==> config.mk <==
export PLATFORM = sky130hd
export DESIGN_NAME = frame_chunk_buffer_rotator_core
export DESIGN_NICKNAME = d
export VERILOG_FILES = /design/src/rtl/fcbr_pkg.sv /design/src/rtl/frame_chunk_buffer_rotator_core.sv
export SDC_FILE = /design/constraint.sdc
export NUM_CORES = 1
export LEC_CHECK = 0
export BUFFER_PORTS_ARGS = -buffer_cell sky130_fd_sc_hd__buf_4
export CORE_ASPECT_RATIO = 1.2
export CORE_UTILIZATION = 65
export DETAILED_ROUTE_END_ITERATION = 12
export HOLD_SLACK_MARGIN = 0.06
export PLACE_DENSITY = 0.86
export RECOVER_POWER = 50
export SYNTH_ARGS = -nofsm -noshare
export SYNTH_HDL_FRONTEND = slang
export SYNTH_SLANG_ARGS = --single-unit
==> constraint.sdc <==
create_clock -name clk -period 10.1 [get_ports clk]
set_input_delay 0.505 -clock clk [delete_from_list [all_inputs] [get_ports clk]]
set_output_delay 0.505 -clock clk [all_outputs]
set_load 0.02 [all_outputs]
==> src/rtl/fcbr_pkg.sv <==
package fcbr_pkg;

  localparam int unsigned FILL_W    = 23;
  localparam int unsigned CHUNK_W   = 20;
  localparam int unsigned IDX_OUT_W = 4;
  localparam int unsigned CFG_W     = 23;
  localparam int unsigned CFG_IDX_W = 2;

  localparam int unsigned DEFAULT_BUFFER_COUNT = 4;

  localparam logic [FILL_W-1:0]  FILL_MAX              = 23'h7FFFFF;
  localparam logic [FILL_W-1:0]  FRAME_BYTES_RESET     = 23'(1280 * 960);
  localparam logic [CHUNK_W-1:0] CHUNK_BYTES_RESET     = 20'h4C000;
  localparam logic [FILL_W-1:0]  BUFFER_CAPACITY_RESET = 23'(1280 * 960);

  localparam logic [CFG_IDX_W-1:0] REG_FRAME_BYTES     = 2'd0;
  localparam logic [CFG_IDX_W-1:0] REG_CHUNK_BYTES     = 2'd1;
  localparam logic [CFG_IDX_W-1:0] REG_BUFFER_CAPACITY = 2'd2;

  localparam logic CMD_CHUNK   = 1'b0;
  localparam logic CMD_CAPTURE = 1'b1;

endpackage

==> src/rtl/frame_chunk_buffer_rotator_core.sv <==
// Channel  | Handshake               | Payload
// ---------+-------------------------+-----------------------------------------------
// in       | in_valid / in_ready     | command, chunk_ok, chunk_length
// out      | out_valid / out_ready   | buffer_index, write_offset, copy_length,
//          |                         | frame_done, frame_bad, next_capture_index,
//          |                         | frame_found, frame_length
// cfg      | cfg_write_en            | cfg_index, cfg_data
//
// Each item passes the buffer search and fill-count memory read, then the
// read-modify-write, then, for a completed frame with a next capture buffer, a
// second write to clear that buffer. A new item is accepted only when idle.
// The single write port of the fill-count memory is why the clear takes its own step.
// Reset is synchronous, in_ready stays low during it; fill counts read as zero
// through per-entry valid bits. A finished result waits in the output register and
// the block stalls in the execute step only while that register is still full.
module frame_chunk_buffer_rotator_core #(
  parameter int unsigned BUFFER_COUNT = fcbr_pkg::DEFAULT_BUFFER_COUNT
) (
  input  logic                             clk,
  input  logic                             rst,
  input  logic                             cfg_write_en,
  input  logic [fcbr_pkg::CFG_IDX_W-1:0]   cfg_index,
  input  logic [fcbr_pkg::CFG_W-1:0]       cfg_data,
  input  logic                             in_valid,
  output logic                             in_ready,
  input  logic                             command,
  input  logic                             chunk_ok,
  input  logic [fcbr_pkg::CHUNK_W-1:0]     chunk_length,
  output logic                             out_valid,
  input  logic                             out_ready,
  output logic [fcbr_pkg::IDX_OUT_W-1:0]   buffer_index,
  output logic [fcbr_pkg::FILL_W-1:0]      write_offset,
  output logic [fcbr_pkg::CHUNK_W-1:0]     copy_length,
  output logic                             frame_done,
  output logic                             frame_bad,
  output logic [fcbr_pkg::IDX_OUT_W-1:0]   next_capture_index,
  output logic                             frame_found,
  output logic [fcbr_pkg::FILL_W-1:0]      frame_length
);
  import fcbr_pkg::*;

  localparam int unsigned IDX_W = $clog2(BUFFER_COUNT);

  typedef logic [IDX_W-1:0] idx_t;

  typedef enum logic [3:0] {
    S_IDLE  = 4'b0001,
    S_FIND  = 4'b0010,
    S_EXEC  = 4'b0100,
    S_CLEAR = 4'b1000
  } state_t;

  state_t state;

  logic [FILL_W-1:0]  frame_bytes;
  logic [CHUNK_W-1:0] chunk_bytes;
  logic [FILL_W-1:0]  buffer_capacity;

  logic [BUFFER_COUNT-1:0] active_flag;
  logic [BUFFER_COUNT-1:0] filled_flag;
  idx_t capture_index;
  idx_t export_index;

  logic               cmd;
  logic               ok;
  logic [CHUNK_W-1:0] len;
  idx_t               srch_idx;
  logic               srch_found;

  logic [FILL_W-1:0]       fill_mem [BUFFER_COUNT];
  logic [BUFFER_COUNT-1:0] fill_vld;
  logic [FILL_W-1:0]       rd_data;
  logic                    rd_vld;
  idx_t                    rd_idx;
  logic                    wr_en;
  logic [FILL_W-1:0]       wr_data;

  idx_t fwd_idx;
  logic fwd_found;
  idx_t bwd_idx;
  logic bwd_found;

  logic [FILL_W-1:0] fill;
  logic [FILL_W-1:0] room;
  logic [FILL_W-1:0] len_ext;
  logic [FILL_W-1:0] copy_full;
  logic [FILL_W:0]   sum_raw;
  logic [FILL_W-1:0] sum_sat;
  logic              reach;
  logic              short_chunk;
  logic              done;
  logic              bad;
  logic              out_free;
  logic              advance;

  function automatic idx_t wrap_add(idx_t base, int unsigned step);
    logic [IDX_W:0] s;
    s = {1'b0, base} + (IDX_W+1)'(step);
    if (s >= (IDX_W+1)'(BUFFER_COUNT)) begin
      s = s - (IDX_W+1)'(BUFFER_COUNT);
    end
    return s[IDX_W-1:0];
  endfunction

  assign in_ready = (state == S_IDLE) && !rst;
  assign out_free = !out_valid || out_ready;

  // next active buffer after capture, and newest active filled buffer before it
  always_comb begin
    idx_t cand;
    fwd_found = 1'b0;
    fwd_idx   = capture_index;
    bwd_found = 1'b0;
    bwd_idx   = capture_index;
    for (int i = BUFFER_COUNT - 1; i >= 0; i--) begin
      cand = wrap_add(capture_index, 32'(i) + 1);
      if (active_flag[cand]) begin
        fwd_found = 1'b1;
        fwd_idx   = cand;
      end
      cand = wrap_add(capture_index, BUFFER_COUNT - 1 - 32'(i));
      if (active_flag[cand] && filled_flag[cand]) begin
        bwd_found = 1'b1;
        bwd_idx   = cand;
      end
    end
  end

  assign rd_idx = (cmd == CMD_CHUNK) ? capture_index : (bwd_found ? bwd_idx : export_index);

  always_comb begin
    fill        = rd_vld ? rd_data : '0;
    room        = (buffer_capacity > fill) ? (buffer_capacity - fill) : '0;
    len_ext     = FILL_W'(len);
    copy_full   = (len_ext < room) ? len_ext : room;
    sum_raw     = {1'b0, fill} + (FILL_W+1)'(len);
    sum_sat     = sum_raw[FILL_W] ? FILL_MAX : sum_raw[FILL_W-1:0];
    reach       = (sum_sat >= frame_bytes);
    short_chunk = (len < chunk_bytes);
    done        = ok && short_chunk && reach;
    bad         = ok && (short_chunk ? !reach : reach);
  end

  assign advance = (state == S_EXEC) && out_free;

  always_comb begin
    wr_en   = 1'b0;
    wr_data = '0;
    if (advance && cmd == CMD_CHUNK && ok) begin
      wr_en   = 1'b1;
      wr_data = bad ? '0 : sum_sat;
    end else if (state == S_CLEAR) begin
      wr_en   = 1'b1;
    end
  end

  // fill-count memory: one write port at the capture buffer, one registered read
  always_ff @(posedge clk) begin
    if (wr_en) begin
      fill_mem[capture_index] <= wr_data;
    end
    if (state == S_FIND) begin
      rd_data <= fill_mem[rd_idx];
    end
  end

  always_ff @(posedge clk) begin
    if (rst) begin
      fill_vld <= '0;
      rd_vld   <= 1'b0;
    end else begin
      if (wr_en) begin
        fill_vld[capture_index] <= 1'b1;
      end
      if (state == S_FIND) begin
        rd_vld <= fill_vld[rd_idx];
      end
    end
  end

  always_ff @(posedge clk) begin
    if (rst) begin
      frame_bytes     <= FRAME_BYTES_RESET;
      chunk_bytes     <= CHUNK_BYTES_RESET;
      buffer_capacity <= BUFFER_CAPACITY_RESET;
    end else if (cfg_write_en) begin
      case (cfg_index)
        REG_FRAME_BYTES:     frame_bytes     <= cfg_data[FILL_W-1:0];
        REG_CHUNK_BYTES:     chunk_bytes     <= cfg_data[CHUNK_W-1:0];
        REG_BUFFER_CAPACITY: buffer_capacity <= cfg_data[FILL_W-1:0];
        default: ;
      endcase
    end
  end

  always_ff @(posedge clk) begin
    if (in_valid && in_ready) begin
      cmd <= command;
      ok  <= chunk_ok;
      len <= chunk_length;
    end
    if (state == S_FIND) begin
      srch_idx   <= fwd_idx;
      srch_found <= (cmd == CMD_CHUNK) ? fwd_found : bwd_found;
    end
  end

  always_ff @(posedge clk) begin
    if (rst) begin
      state         <= S_IDLE;
      active_flag   <= '1;
      filled_flag   <= '0;
      capture_index <= '0;
      export_index  <= '0;
    end else begin
      case (state)
        S_IDLE: begin
          if (in_valid) begin
            state <= S_FIND;
          end
        end
        S_FIND: begin
          if (cmd == CMD_CAPTURE) begin
            if (bwd_found) begin
              export_index         <= bwd_idx;
              active_flag[bwd_idx] <= 1'b0;
            end
            filled_flag[export_index] <= 1'b0;
            active_flag[export_index] <= 1'b1;
          end
          state <= S_EXEC;
        end
        S_EXEC: begin
          if (out_free) begin
            state <= S_IDLE;
            if (cmd == CMD_CHUNK && done) begin
              if (srch_found) begin
                capture_index         <= srch_idx;
                filled_flag[srch_idx] <= 1'b0;
                state                 <= S_CLEAR;
              end
              filled_flag[capture_index] <= 1'b1;
            end
          end
        end
        S_CLEAR: begin
          state <= S_IDLE;
        end
        default: begin
          state <= S_IDLE;
        end
      endcase
    end
  end

  always_ff @(posedge clk) begin
    if (rst) begin
      out_valid <= 1'b0;
    end else if (advance) begin
      out_valid <= 1'b1;
    end else if (out_ready) begin
      out_valid <= 1'b0;
    end
  end

  always_ff @(posedge clk) begin
    if (advance) begin
      if (cmd == CMD_CHUNK) begin
        buffer_index       <= IDX_OUT_W'(capture_index);
        write_offset       <= fill;
        copy_length        <= ok ? copy_full[CHUNK_W-1:0] : '0;
        frame_done         <= done;
        frame_bad          <= bad;
        next_capture_index <= (done && srch_found) ? IDX_OUT_W'(srch_idx)
                                                   : IDX_OUT_W'(capture_index);
        frame_found        <= 1'b0;
        frame_length       <= '0;
      end else begin
        buffer_index       <= IDX_OUT_W'(export_index);
        write_offset       <= '0;
        copy_length        <= '0;
        frame_done         <= 1'b0;
        frame_bad          <= 1'b0;
        next_capture_index <= IDX_OUT_W'(capture_index);
        frame_found        <= srch_found;
        frame_length       <= fill;
      end
    end
  end

  a_one_item: assert property (@(posedge clk) disable iff (rst)
    in_valid && in_ready |=> !in_ready)
    else $error("item accepted while another is in progress");

  a_done_bad: assert property (@(posedge clk) disable iff (rst)
    out_valid |-> !(frame_done && frame_bad))
    else $error("frame reported both done and corrupt");

  a_capture_fields: assert property (@(posedge clk) disable iff (rst)
    out_valid && frame_found |-> write_offset == '0 && copy_length == '0 && !frame_done)
    else $error("capture result carries chunk fields");

  a_index_range: assert property (@(posedge clk) disable iff (rst)
    {1'b0, capture_index} < (IDX_W+1)'(BUFFER_COUNT)
    && {1'b0, export_index} < (IDX_W+1)'(BUFFER_COUNT))
    else $error("buffer index out of range");

  a_write_state: assert property (@(posedge clk) disable iff (rst)
    wr_en |-> state == S_EXEC || state == S_CLEAR)
    else $error("fill memory written outside execute or clear");

endmodule

==> out/results.ini <==
[critical_path]
ff2ff_path_depth=22
required_ns=10.37
r2r_end=fill_mem[0][21]
critPathKind=flip-flop to flip-flop
path_cells=buf_4, and2_1, ha_1, fa_1, a21o_1, a21oi_1, o21ai_0, a311oi_1, o21ai_1, a221o_1, nand3_1, mux2_2, and2_1, ha_1, nand3_1, nor3_1, nand2_1, o21ai_0, o21a_1, o211ai_1, buf_4, a211oi_1
regToRegSetupSlack_ns=3.64
r2r-start=rd_vld
slowest_delay_ns=0.51
crit_family=compound AO/OA/AOI/OAI gates
cp_max_fo=49
crit_slowest_cell=a311oi_1
critPathCaptureType=flip-flop
start_kind=flip-flop
worstPathArrival_ns=6.73
path_buf_inv=2

[global_routing]
grt_max_degree=85
grt.overflow.total=0
grt_usage_pct=37.6
first_global_vias=11910
grt_pass1_wl_microns=68100
antenna_found_initial=3

[drt]
detail_route.vias_per_cell=6.32
drtAntennaViolNets=0
wirelength_microns=45600
detail_route.wl_per_cell_microns=23.4
vias=12315
firstDrtPassIters=5
drc=0
drtIter0Drc=1163

[cts]
htreeDepth=1
clock-sinks=301
cts_buffer_depth=3
cts_root_buf=clkbuf_16
clk-insertion-delay-late_ns=0.55
cts_buffers=29
post_cts_resized=0
cts_setup_buffers=0
hold_buffers=0
cts.reportedPaths.clkPinSlew_ns=0.06
cts_tree=yes

[logic_synthesis]
synth_edf_count=213
syn-cell-area_sq_mm=0.0157
synth.avg_cell_area_sq_um=10.4
synthArstFlopShare_pct=0
synth_cell_types=78
yosys_warnings=0
synth_top_flop_cell=edfxtp_1
ys_seq_area_share_pct=52.0
ys_ff_latch=301
netlist_instances=1508

[floorplanning]
core_sq_mm=0.0234
ioPinCount=131
die_h_microns=172
num_rows=61
dieArea_sq_mm=0.0247
die_w_microns=144
start_util_pct=66.9

[power]
power_frac_comb_pct=9.3
peakVddDrop_uv=156
power_leakage_nw=6.70
internal-power_mw=2.00
pwr-share-clk_pct=39.4
pwr-share-seq_pct=51.3
p_sw_uw=625
p_per_area_mw_per_mm2=151
p_sw_share_pct=23.8

[sta]
rsz0062_at_grt=false
setup_viol=0
fin_setup_tns_ns=0
period_needed_ns=6.46
drv_slew=128
period_share_pct=64.0
worstMarginPinSlew_ns=2.78
final_hold_viol_count=0
fin_skew_ns=0.0180
fin_ws_ns=3.64
finalHoldWorstSlack_ns=0.151
fmax_mhz=155
timing.slew.headroom_pct=-85.6

[flow_run]
maxCapViolations=4

[placement]
portBuffers=126
hpwl_microns=32800
dp_worst_setup_slack_ns=3.88
place_inst=1896
routabilityCongestion=0.977

[outcome]
outcome=finished, violations left
violations=capacitance limit, slew limit

[hold_path]
min-delay-start=chunk_length[7]
hold_path_depth=1
holdCritPathClass=input pin to flip-flop
holdPathEnd=len[7]

[final_layout]
final-instance-count-excl-fill=1950
layout-drive-gt1-share_pct=9.49
post-route-util_pct=74.5
fillers=1699
area_growth_pct=11.3
fin_nets=1774

[per-stage QoR]
stage	cell area, sq um	power (mW)
floorplan	15700	1.53
global placement	16900	1.61
detailed placement	16900	1.61
CTS	17800	2.63
global route	17400	2.70
finish	17500	2.63
[registers in the layout, indices dropped and copies added, names as in the netlist, 4 cells and up]
name / cells
len: 20
fill_mem: 92
state: 4
fill_vld: 4
rd_data: 23
frame_length: 23
filled_flag: 4
buffer_capacity: 23
active_flag: 4
write_offset: 23
copy_length: 20
frame_bytes: 23
chunk_bytes: 20
[layer usage]
metal,track usage (%),wire length [microns]
met1,45.2,16800
met3,5.12,3620
met4,22.7,2920
met5,0,43
met2,64.1,22200
[layout make-up]
| class | instances | area (sq um) | area share [%] |
|---|---|---|---|
| Sequential cell | 301 | 8160 | 46.7 |
| Multi-Input combinational cell | 1055 | 6940 | 39.7 |
| Clock buffer | 38 | 759 | 4.35 |
| Timing Repair Buffer | 140 | 747 | 4.28 |
| Tap cell | 315 | 394 | 2.26 |
| Inverter | 85 | 319 | 1.83 |
| Clock inverter | 15 | 135 | 0.774 |
| Antenna cell | 1 | 2.50 | 0.0143 |
[cell usage in the layout, fill, tap and decap left out, types with 7 or more instances in the layout]
master,instances
a211oi_1,8
a21o_1,32
a21oi_1,117
and2_1,10
and3_1,27
buf_4,37
clkbuf_1,90
clkbuf_16,29
clkbuf_4,22
dfxtp_1,88
edfxtp_1,213
ha_1,108
inv_1,85
mux2_2,31
mux2i_1,31
nand2_1,253
nand2b_1,12
nand3_1,32
nand4_1,16
nor2_1,79
nor2b_1,18
nor3_1,21
nor4_1,7
o211ai_1,8
o21a_1,13
o21ai_0,63
o2bb2ai_1,19
or2_2,7
xnor2_1,24
xor2_1,10
[power groups by stage]
| stage | logic (mW) | registers (mW) | clock network (mW) |
|---|---|---|---|
| after global routing | 0.266 | 1.35 | 1.08 |
| final | 0.245 | 1.35 | 1.04 |
| after global placement | 0.236 | 1.37 | 0 |
| after CTS | 0.243 | 1.35 | 1.04 |
| after detailed placement | 0.240 | 1.37 | 0 |
| after floorplan | 0.166 | 1.36 | 0 |
[how the worst max path moves through the flow]
stage / slack (ns) / to / start / cells after the start
2_1_floorplan: 4.43 / copy_length[0] / rd_vld / 23
3_3_place_gp: 3.95 / fill_mem[2][21] / rd_vld / 22
4_1_cts: 3.78 / fill_mem[0][21] / rd_vld / 22
3_5_place_dp: 3.88 / fill_mem[1][21] / rd_vld / 22
5_1_grt: 3.34 / fill_mem[0][21] / rd_vld / 22
6_report: 3.64 / fill_mem[0][21] / rd_vld / 22
[cells in the mapped netlist (all sizes together) (6+ instances only)]
master	instances	area, sq um
nand2	253	950
edfxtp	213	6400
a21oi	118	591
ha	108	1350
dfxtp	88	1760
inv	85	319
nor2	79	297
o21ai	65	325
clkbuf	52	195
a21o	32	240
nand3	32	160
mux2	31	349
mux2i	31	310
and3	27	169
xnor2	24	210
nor3	22	115
o2bb2ai	19	166
buf	18	100
nor2b	18	113
nand4	16	100
o21a	13	97.6
nand2b	12	75.1
and2	10	62.6
xor2	10	87.6
a211oi	9	72.6
nor3b	8	70.1
o211ai	8	60.1
nor4	7	43.8
or2	7	43.8
o22ai	6	37.5
[cell families after synthesis]
kind of cell	share of synthesized area, %
adder cells (fa/ha/maj)	8.88
other	0.0239
multiplexers	4.49
buffers and inverters	3.92
AO/OA/AOI/OAI	13.5
AND/OR/NAND/NOR	15.2
flip-flops	52.0
XOR/XNOR	1.90
Note: power is estimated with default switching activity, not from simulation.
